==> src/hw/rtl/ws2812_frame_buffer_serializer_top_macros.svh <==
// Assertion macros for the WS2812 frame buffer serializer.
// Included by the top level; needs no other file.
`ifndef WS2812_FRAME_BUFFER_SERIALIZER_TOP_MACROS_SVH
`define WS2812_FRAME_BUFFER_SERIALIZER_TOP_MACROS_SVH

`ifndef ASSERT_OFF
// Same-cycle implication under reset.
`define WFBS_ASSERT_IMP(label, clock, reset, ante, cons) \
  label: assert property (@(posedge clock) disable iff (reset) (ante) |-> (cons)) \
    else $error("same-cycle check failed");
// Next-cycle implication under reset.
`define WFBS_ASSERT_NXT(label, clock, reset, ante, cons) \
  label: assert property (@(posedge clock) disable iff (reset) (ante) |=> (cons)) \
    else $error("next-cycle check failed");
`else
`define WFBS_ASSERT_IMP(label, clock, reset, ante, cons)
`define WFBS_ASSERT_NXT(label, clock, reset, ante, cons)
`endif

`endif

==> src/hw/rtl/wfbs_pkg.sv <==
// Shared constants, op codes and helper functions for the WS2812 serializer.
// Used by the top level and by the shared divider; depends on nothing.
package wfbs_pkg;

  // Strip geometry.
  localparam int LED_COUNT        = 16;
  localparam int LEAD_RESET_SLOTS = 40;
  localparam int TAIL_RESET_SLOTS = 40;
  localparam int BITS_PER_LED     = 24;
  localparam int DATA_SLOTS       = LED_COUNT * BITS_PER_LED;
  localparam int TOTAL_SLOTS      = LEAD_RESET_SLOTS + DATA_SLOTS + 1 + TAIL_RESET_SLOTS;

  // Derived widths.
  localparam int POS_W   = $clog2(TOTAL_SLOTS + 1);
  localparam int LED_W   = (LED_COUNT > 1) ? $clog2(LED_COUNT) : 1;
  localparam int BIT_W   = 5;
  localparam int COLOR_W = 8;
  localparam int PIXEL_W = 3 * COLOR_W;

  // Shared divider geometry: 16-bit dividend, 9-bit divisor, 8 quotient bits.
  localparam int DIVIDEND_W = 2 * COLOR_W;
  localparam int DIVISOR_W  = COLOR_W + 1;
  localparam int QUOT_W     = COLOR_W;
  localparam int DIV_CNT_W  = $clog2(QUOT_W + 1);

  // Operation codes of an input item.
  typedef enum logic [2:0] {
    OP_SET_PIXEL    = 3'd0,
    OP_UPDATE_PIXEL = 3'd1,
    OP_SET_ALL      = 3'd2,
    OP_CLEAR        = 3'd3,
    OP_TICK         = 3'd4,
    OP_START        = 3'd5,
    OP_STOP         = 3'd6
  } op_t;

  // Slot codes on the output.
  localparam logic [1:0] CODE_RESET = 2'd0;
  localparam logic [1:0] CODE_ZERO  = 2'd1;
  localparam logic [1:0] CODE_ONE   = 2'd2;

  // floor(x / 7) for x below 1536, by reciprocal multiply (2341 / 2^14).
  function automatic logic [COLOR_W-1:0] div7(input logic [10:0] x);
    logic [22:0] p;
    p = 23'(x) * 23'(2341);
    return p[21:14];
  endfunction

  // White blend: floor(c * 6 / 7) + floor(w / 7), at most 254.
  function automatic logic [COLOR_W-1:0] mix_channel(input logic [COLOR_W-1:0] c,
                                                     input logic [COLOR_W-1:0] w);
    logic [10:0] c6;
    c6 = (11'(c) << 2) + (11'(c) << 1);
    return div7(c6) + div7(11'(w));
  endfunction

endpackage

==> src/hw/rtl/wfbs_div.sv <==
// Shared restoring divider, one quotient bit per cycle.
// Depends on wfbs_pkg for its widths; the quotient must fit in QUOT_W bits.
module wfbs_div import wfbs_pkg::*; (
  input  logic                  clk,
  input  logic                  rst,
  input  logic                  go,
  input  logic [DIVIDEND_W-1:0] dividend,
  input  logic [DIVISOR_W-1:0]  divisor,
  output logic                  done,
  output logic [QUOT_W-1:0]     quotient
);

  logic                 active;
  logic [DIV_CNT_W-1:0] count;
  logic [DIVISOR_W-1:0] dvs;
  logic [DIVISOR_W-1:0] remainder;
  logic [QUOT_W-1:0]    low;
  logic [DIVISOR_W:0]   trial;
  logic                 fits;

  // Shift the next dividend bit into the partial remainder and compare.
  always_comb begin
    trial = {remainder, low[QUOT_W-1]};
    fits  = (trial >= {1'b0, dvs});
  end

  // Iteration: the upper dividend half seeds the remainder, then one bit a cycle.
  always_ff @(posedge clk) begin
    if (rst) begin
      active <= 1'b0;
      done   <= 1'b0;
      count  <= '0;
    end else begin
      done <= 1'b0;
      if (go) begin
        active    <= 1'b1;
        count     <= DIV_CNT_W'(QUOT_W);
        dvs       <= divisor;
        remainder <= DIVISOR_W'(dividend[DIVIDEND_W-1:QUOT_W]);
        low       <= dividend[QUOT_W-1:0];
        quotient  <= '0;
      end else if (active) begin
        if (fits) begin
          remainder <= DIVISOR_W'(trial - {1'b0, dvs});
        end else begin
          remainder <= trial[DIVISOR_W-1:0];
        end
        quotient <= {quotient[QUOT_W-2:0], fits};
        low      <= {low[QUOT_W-2:0], 1'b0};
        count    <= count - 1'b1;
        if (count == DIV_CNT_W'(1)) begin
          active <= 1'b0;
          done   <= 1'b1;
        end
      end
    end
  end

endmodule

==> src/hw/rtl/ws2812_frame_buffer_serializer_top.sv <==
// WS2812 frame buffer serializer: 16-entry GRB pixel store and slot sequencer.
// Depends on wfbs_pkg, wfbs_div and the assertion macro header.
// Tick, start, stop: result set in the decode state. Set_all, clear: a sweep that writes
// one pixel per cycle. Set_pixel, update_pixel: three passes through the shared 8-step
// divider, one per channel, then a write state.
// One item at a time; sync reset clears pixels and stops sending, brightness goes to 255.
`include "ws2812_frame_buffer_serializer_top_macros.svh"

module ws2812_frame_buffer_serializer_top import wfbs_pkg::*; (
  input  logic               clk,
  input  logic               rst,
  input  logic               start,
  input  logic [2:0]         op,
  input  logic [7:0]         led_index,
  input  logic [COLOR_W-1:0] red,
  input  logic [COLOR_W-1:0] green,
  input  logic [COLOR_W-1:0] blue,
  input  logic [COLOR_W-1:0] white,
  input  logic               mix_white,
  input  logic               brightness_wr,
  input  logic [COLOR_W-1:0] brightness,
  output logic               busy,
  output logic               done,
  output logic               slot_valid,
  output logic [1:0]         slot_code,
  output logic               sending
);

  typedef enum logic [2:0] {
    S_IDLE,
    S_DECODE,
    S_MODW,
    S_MUL,
    S_DWAIT,
    S_WRITE,
    S_SWEEP
  } state_t;

  localparam logic [POS_W-1:0]     POS_TOTAL  = POS_W'(TOTAL_SLOTS);
  localparam logic [POS_W-1:0]     POS_LEAD   = POS_W'(LEAD_RESET_SLOTS);
  localparam logic [POS_W-1:0]     POS_DEND   = POS_W'(LEAD_RESET_SLOTS + DATA_SLOTS);
  localparam logic [BIT_W-1:0]     BIT_LAST   = BIT_W'(BITS_PER_LED - 1);
  localparam logic [LED_W-1:0]     LED_LAST   = LED_W'(LED_COUNT - 1);

  state_t               state;
  op_t                  op_q;
  logic [7:0]           idx_raw;
  logic [LED_W-1:0]     idx;
  logic                 mix_q;
  logic [COLOR_W-1:0]   cr, cg, cb, wv;
  logic [COLOR_W-1:0]   peak;
  logic [COLOR_W-1:0]   sr, sg, sb;
  logic [1:0]           ch;
  logic [LED_W-1:0]     sweep;
  logic [COLOR_W-1:0]   bright_level;
  logic [PIXEL_W-1:0]   pixels [LED_COUNT];

  // Slot position and the LED / bit counters that follow it through the data region.
  logic [POS_W-1:0]     pos;
  logic [LED_W-1:0]     led;
  logic [BIT_W-1:0]     bitn;
  logic                 transmitting;

  // Shared divider hookup.
  logic                  div_go;
  logic [DIVIDEND_W-1:0] div_dividend;
  logic [DIVISOR_W-1:0]  div_divisor;
  logic                  div_done;
  logic [QUOT_W-1:0]     div_quot;

  logic [COLOR_W-1:0]   chan;
  logic [COLOR_W-1:0]   chan_scaled;
  logic [COLOR_W-1:0]   peak_now;
  logic [PIXEL_W-1:0]   pix_word;
  logic                 in_data;
  logic [1:0]           data_code;
  logic [POS_W-1:0]     pos_inc;
  logic [PIXEL_W-1:0]   fill;

  wfbs_div u_div (
    .clk       (clk),
    .rst       (rst),
    .go        (div_go),
    .dividend  (div_dividend),
    .divisor   (div_divisor),
    .done      (div_done),
    .quotient  (div_quot)
  );

  // Channel under scaling, its scaled value, and the brightest channel.
  always_comb begin
    unique case (ch)
      2'd0:    chan = cr;
      2'd1:    chan = cg;
      default: chan = cb;
    endcase
    chan_scaled = (peak == '0) ? '0 : div_quot;
    peak_now = cr;
    if (cg > peak_now) begin
      peak_now = cg;
    end
    if (cb > peak_now) begin
      peak_now = cb;
    end
  end

  // Slot code at the current position; data slots send GRB, MSB first.
  always_comb begin
    pix_word  = pixels[led];
    in_data   = (pos >= POS_LEAD) && (pos < POS_DEND);
    data_code = pix_word[BIT_LAST - bitn] ? CODE_ONE : CODE_ZERO;
    pos_inc   = pos + 1'b1;
    fill      = (op_q == OP_SET_ALL) ? {cg, cr, cb} : '0;
  end

  assign busy    = (state != S_IDLE);
  assign sending = transmitting;

  // Sequencer, pixel store and registered result.
  always_ff @(posedge clk) begin
    if (rst) begin
      state        <= S_IDLE;
      transmitting <= 1'b0;
      pos          <= '0;
      led          <= '0;
      bitn         <= '0;
      done         <= 1'b0;
      slot_valid   <= 1'b0;
      slot_code    <= CODE_RESET;
      div_go       <= 1'b0;
      bright_level <= '1;
      for (int i = 0; i < LED_COUNT; i++) begin
        pixels[i] <= '0;
      end
    end else begin
      done       <= 1'b0;
      slot_valid <= 1'b0;
      slot_code  <= CODE_RESET;
      div_go     <= 1'b0;
      if (brightness_wr) begin
        bright_level <= brightness;
      end
      unique case (state)
        S_IDLE: begin
          if (start) begin
            op_q    <= op_t'(op);
            idx_raw <= led_index;
            cr      <= red;
            cg      <= green;
            cb      <= blue;
            wv      <= white;
            mix_q   <= mix_white;
            state   <= S_DECODE;
          end
        end

        // Blend white if asked, then run the quick ops or dispatch the long ones.
        S_DECODE: begin
          if (mix_q) begin
            cr <= mix_channel(cr, wv);
            cg <= mix_channel(cg, wv);
            cb <= mix_channel(cb, wv);
          end
          state <= S_IDLE;
          unique case (op_q)
            OP_SET_PIXEL, OP_UPDATE_PIXEL: begin
              state <= S_MODW;
            end
            OP_SET_ALL, OP_CLEAR: begin
              sweep <= '0;
              state <= S_SWEEP;
            end
            OP_TICK: begin
              done <= 1'b1;
              if (transmitting) begin
                if (pos < POS_TOTAL) begin
                  slot_valid <= 1'b1;
                  slot_code  <= in_data ? data_code : CODE_RESET;
                  pos        <= pos_inc;
                  if (in_data) begin
                    if (bitn == BIT_LAST) begin
                      bitn <= '0;
                      led  <= led + 1'b1;
                    end else begin
                      bitn <= bitn + 1'b1;
                    end
                  end
                  if (pos_inc >= POS_TOTAL) begin
                    transmitting <= 1'b0;
                  end
                end else begin
                  transmitting <= 1'b0;
                end
              end
            end
            OP_START: begin
              done         <= 1'b1;
              pos          <= '0;
              led          <= '0;
              bitn         <= '0;
              transmitting <= 1'b1;
            end
            OP_STOP: begin
              done         <= 1'b1;
              transmitting <= 1'b0;
            end
            default: begin
              done <= 1'b1;
            end
          endcase
        end

        // Latch the LED index modulo the strip length and the brightest blended channel.
        S_MODW: begin
          peak  <= peak_now;
          idx   <= LED_W'(idx_raw % LED_COUNT);
          ch    <= 2'd0;
          state <= S_MUL;
        end

        // Channel times brightness, registered into the divider.
        S_MUL: begin
          div_dividend <= DIVIDEND_W'(chan) * DIVIDEND_W'(bright_level);
          div_divisor  <= DIVISOR_W'(peak);
          div_go       <= 1'b1;
          state        <= S_DWAIT;
        end

        // Collect one scaled channel; red, green, blue in turn.
        S_DWAIT: begin
          if (div_done) begin
            unique case (ch)
              2'd0:    sr <= chan_scaled;
              2'd1:    sg <= chan_scaled;
              default: sb <= chan_scaled;
            endcase
            if (ch == 2'd2) begin
              state <= S_WRITE;
            end else begin
              ch    <= ch + 1'b1;
              state <= S_MUL;
            end
          end
        end

        // Store the scaled pixel; set_pixel restarts the frame, update_pixel stops it.
        S_WRITE: begin
          pixels[idx] <= {sg, sr, sb};
          if (op_q == OP_SET_PIXEL) begin
            pos          <= '0;
            led          <= '0;
            bitn         <= '0;
            transmitting <= 1'b1;
          end else begin
            transmitting <= 1'b0;
          end
          done  <= 1'b1;
          state <= S_IDLE;
        end

        // Write every pixel, one per cycle.
        S_SWEEP: begin
          pixels[sweep] <= fill;
          if (sweep == LED_LAST) begin
            if (op_q == OP_SET_ALL) begin
              pos          <= '0;
              led          <= '0;
              bitn         <= '0;
              transmitting <= 1'b1;
            end else begin
              transmitting <= 1'b0;
            end
            done  <= 1'b1;
            state <= S_IDLE;
          end else begin
            sweep <= sweep + 1'b1;
          end
        end

        default: begin
          state <= S_IDLE;
        end
      endcase
    end
  end

  // A result is shown only once the block is free again.
  `WFBS_ASSERT_IMP(a_done_idle, clk, rst, done, !busy)
  // An accepted item holds the block busy in the next cycle.
  `WFBS_ASSERT_NXT(a_accept_busy, clk, rst, start && !busy, busy && !done)
  // A slot flag only comes with a result.
  `WFBS_ASSERT_IMP(a_slot_done, clk, rst, slot_valid, done)
  // A data code is only emitted together with the slot flag.
  `WFBS_ASSERT_IMP(a_code_valid, clk, rst, slot_code != CODE_RESET, slot_valid)

endmodule
==> config.mk <==
export PLATFORM = sky130hd
export DESIGN_NAME = ws2812_frame_buffer_serializer_top
export DESIGN_NICKNAME = d
export VERILOG_FILES = /design/src/hw/rtl/wfbs_pkg.sv /design/src/hw/rtl/wfbs_div.sv /design/src/hw/rtl/ws2812_frame_buffer_serializer_top.sv
export VERILOG_INCLUDE_DIRS = /design/src /design/src/hw/rtl
export SDC_FILE = /design/constraint.sdc
export NUM_CORES = 1
export LEC_CHECK = 0
export BUFFER_PORTS_ARGS = -buffer_cell sky130_fd_sc_hd__buf_2
export CAP_MARGIN = 20
export CORE_UTILIZATION = 45
export CTS_BUF_LIST = sky130_fd_sc_hd__clkbuf_2 sky130_fd_sc_hd__clkbuf_4 sky130_fd_sc_hd__clkbuf_8
export CTS_CLUSTER_SIZE = 24
export DETAILED_ROUTE_END_ITERATION = 16
export GPL_TIMING_DRIVEN = 1
export SLEW_MARGIN = 10
export SYNTH_ARGS = -nofsm -noshare
export SYNTH_HDL_FRONTEND = slang
export SYNTH_HIERARCHICAL = 1
export SYNTH_SLANG_ARGS = --single-unit
export TNS_END_PERCENT = 1
==> constraint.sdc <==
create_clock -name clk -period 18.01 [get_ports clk]
set_input_delay 2.7015 -clock clk [delete_from_list [all_inputs] [get_ports clk]]
set_output_delay 2.7015 -clock clk [all_outputs]
set_load 0.02 [all_outputs]
==> results.toml <==
[run_status]
status = "finished, final reports clean"

[die]
initial_core_util = 0.457
ioPinCount = 62
die_area_um2 = 77100
core_um2 = 74800
die_y_um = 278
rows = 100
die_x_um = 278

[detailed_routing]
drt_first_iter_violations = 1623
drt_first_pass_iters = 5
ant_nets = 0
drt_wl_total_um = 81100
post_drt_wl_per_cell_um = 20.1
vias = 22500
drc = 0
viasPerCell = 5.58

[logic_synthesis]
ys.flop_type = "edfxtp_1"
ys_seq_area_frac = 0.486
syn_area_um2 = 34200
avgSynthCellArea_um2 = 11.8
ys_seq_elements = 569
synthTopCellsByArea = "edfxtp_1 (46%), ha_1 (12%), mux4_2 (6.3%), nor2_1 (5.1%), fa_1 (5.0%)"
yosysTopAreaCell = "edfxtp_1"
async_flop_share = 0
yosysTopAreaCellShare = 0.460
synth_edf_count = 524
synth_warnings = 6
syn_nets = 3364
synthCells = 2896
synth_cell_types = 95

[grt]
grtUsageTotal = 0.213
grt_pass1_vias = 23400
antenna_found_initial = 1
grt_max_degree = 56
gr-total-overflow = 0
grt_pass1_wl_um = 128000

[cts]
clk_latency_ps = 700
tritoncts = "yes"
cts_setup_buffers = 0
numCtsBuffers = 98
holdBufCountCts = 0
cts_max_level = 3
post_cts_resized = 0
clock-root-buffer = "clkbuf_8"
cts.sinks = 569
clockBufferDepth = 3
clkTransAtPathRegs_ps = 60

[sta]
worstMarginPinSlew_ps = 965
fin_crit_ps = 8660
min_period_over_period = 0.481
finalSetupTns_ps = 0
fin_skew_ps = 53.5
slew_viol_final = 0
rsz0062_at_grt = "false"
fmax_mhz = 115
finalHoldViolations = 0
setup_violations = 0
maxSlewHeadroom = 0.357

[critical_path]
critical_path_arrival_ps = 9090
crit_start = "cb[0]"
crit_type = "reg2reg"
startpoint_type = "flop"
cpPeakStageDelay_ps = 730
rr_endpoint = "cb[7]"
crit_slowest_cell = "a2111oi_0"
cp.required_ps = 18440
critPathMaxFanout = 8
r2r_cells = 30
reg2reg_from = "cb[0]"
reg2reg_slack_ps = 9350
crit_top_cell = "ha_1"
end_kind = "flop"

[min_path]
holdCritStartpoint = "div_divisor[0]"
hold_class = "reg2reg"
min_path_cells = 0
worstHoldEndpoint = "u_div/dvs[0]"

[placement]
gp_congestion = 0.841
io_buffers = 57
placed_cells = 3846
hpwl_um = 54300

[job]
cap_violations = 0

[final_layout]
final_core_util = 0.503
fillerInstances = 6587
syn_to_final_growth_pct = 10.1
final_cells = 4032
drive_gt1_frac = 0.139
final_net_count = 3447
[Yosys cell counts (12+ instances only)]
cell type,n
a211oi_1,13
a21o_1,33
a21oi_1,108
a22o_1,12
a22oi_1,34
and2_1,55
and3_1,35
clkbuf_1,106
dfxtp_1,45
edfxtp_1,524
fa_1,86
ha_1,326
inv_1,241
mux2i_1,21
mux4_2,96
nand2_1,150
nand2b_1,41
nand3_1,36
nand4_1,13
nor2_1,467
nor2b_1,33
nor3_1,33
o21a_1,13
o21ai_0,65
o22ai_1,12
or3_1,14
xnor2_1,59
xor2_1,33
[state kept, by name (all words and copies together), names as in the netlist, 9 cells and up, named ones only]
signal,count
pixels,384
div_dividend,16
pos,9
u_div/dvs,9
u_div/remainder,9
[stage by stage]
| stage | hold slack [ps] | cell area, µm² | setup slack [ps] |
|---|---|---|---|
| final | 416 | 37700 | 9350 |
| after global placement | 409 | 35600 | 9710 |
| after floorplan | 400 | 34200 | 10720 |
| after CTS | 418 | 37600 | 9450 |
| after detailed placement | 405 | 35600 | 9500 |
| after global routing | 430 | 37700 | 8870 |
[routing by layer]
metal  wire length, µm  GRT usage
met1             34300      0.272
met2             39900      0.369
met3              4500     0.0280
met4              2380     0.0764
met5                 0          0
[cells by family (layout without fill, tap and decap cells)]
group,count (synthesis),after routing,share of synthesized area
xor gates and xnor gates,92,92,0.0235
buffers and inverters,379,545,0.0450
and+or+nand+nor,921,921,0.123
DFF,569,569,0.486
other,1,2,0.000110
muxes,127,127,0.0726
adders and majority gates,412,412,0.170
AOI/OAI and AO/OA,395,395,0.0800
[cell usage in the layout, fill, tap and decap left out, types with 43 or more instances in the layout]
cell	count
nor2_1	464
and2_1	55
edfxtp_1	524
buf_4	61
inv_1	241
mux4_2	96
buf_2	57
nand2_1	150
o21ai_0	65
fa_1	86
a21oi_1	107
clkbuf_8	104
xnor2_1	59
ha_1	326
dfxtp_1	43
[final cells by class]
cell class	count	area, µm²	share of cell area
clock inverter	55	432	0.0115
multi-input combinational	1948	16100	0.427
tap	969	1210	0.0322
clock buffer	128	1610	0.0428
antenna	1	2.50	0.0000664
timing repair buffer	119	758	0.0201
sequential	569	16600	0.442
inverter	243	912	0.0242
[worst max-delay path by stage]
| stage | endpoint | slack [ps] | cells past startpoint |
|---|---|---|---|
| detailed placement | cb[7] | 9500 | 30 |
| floorplan | cb[7] | 10720 | 29 |
| global placement | cb[7] | 9710 | 29 |
| CTS | cb[7] | 9450 | 30 |
| finish | cb[7] | 9350 | 30 |
| global route | cb[7] | 8870 | 30 |
[critical path: cells and delay by family, from the launching register on]
kind	cells	cell delay [ps]
buf+inv	2	110
xor+xnor	2	790
fa+ha+maj	8	2890
flops	1	630
compound gates	12	3280
simple gates	6	710
Power is not shown: default switching activity piles up to over one toggle a cycle in this logic, so the estimate is an artifact.
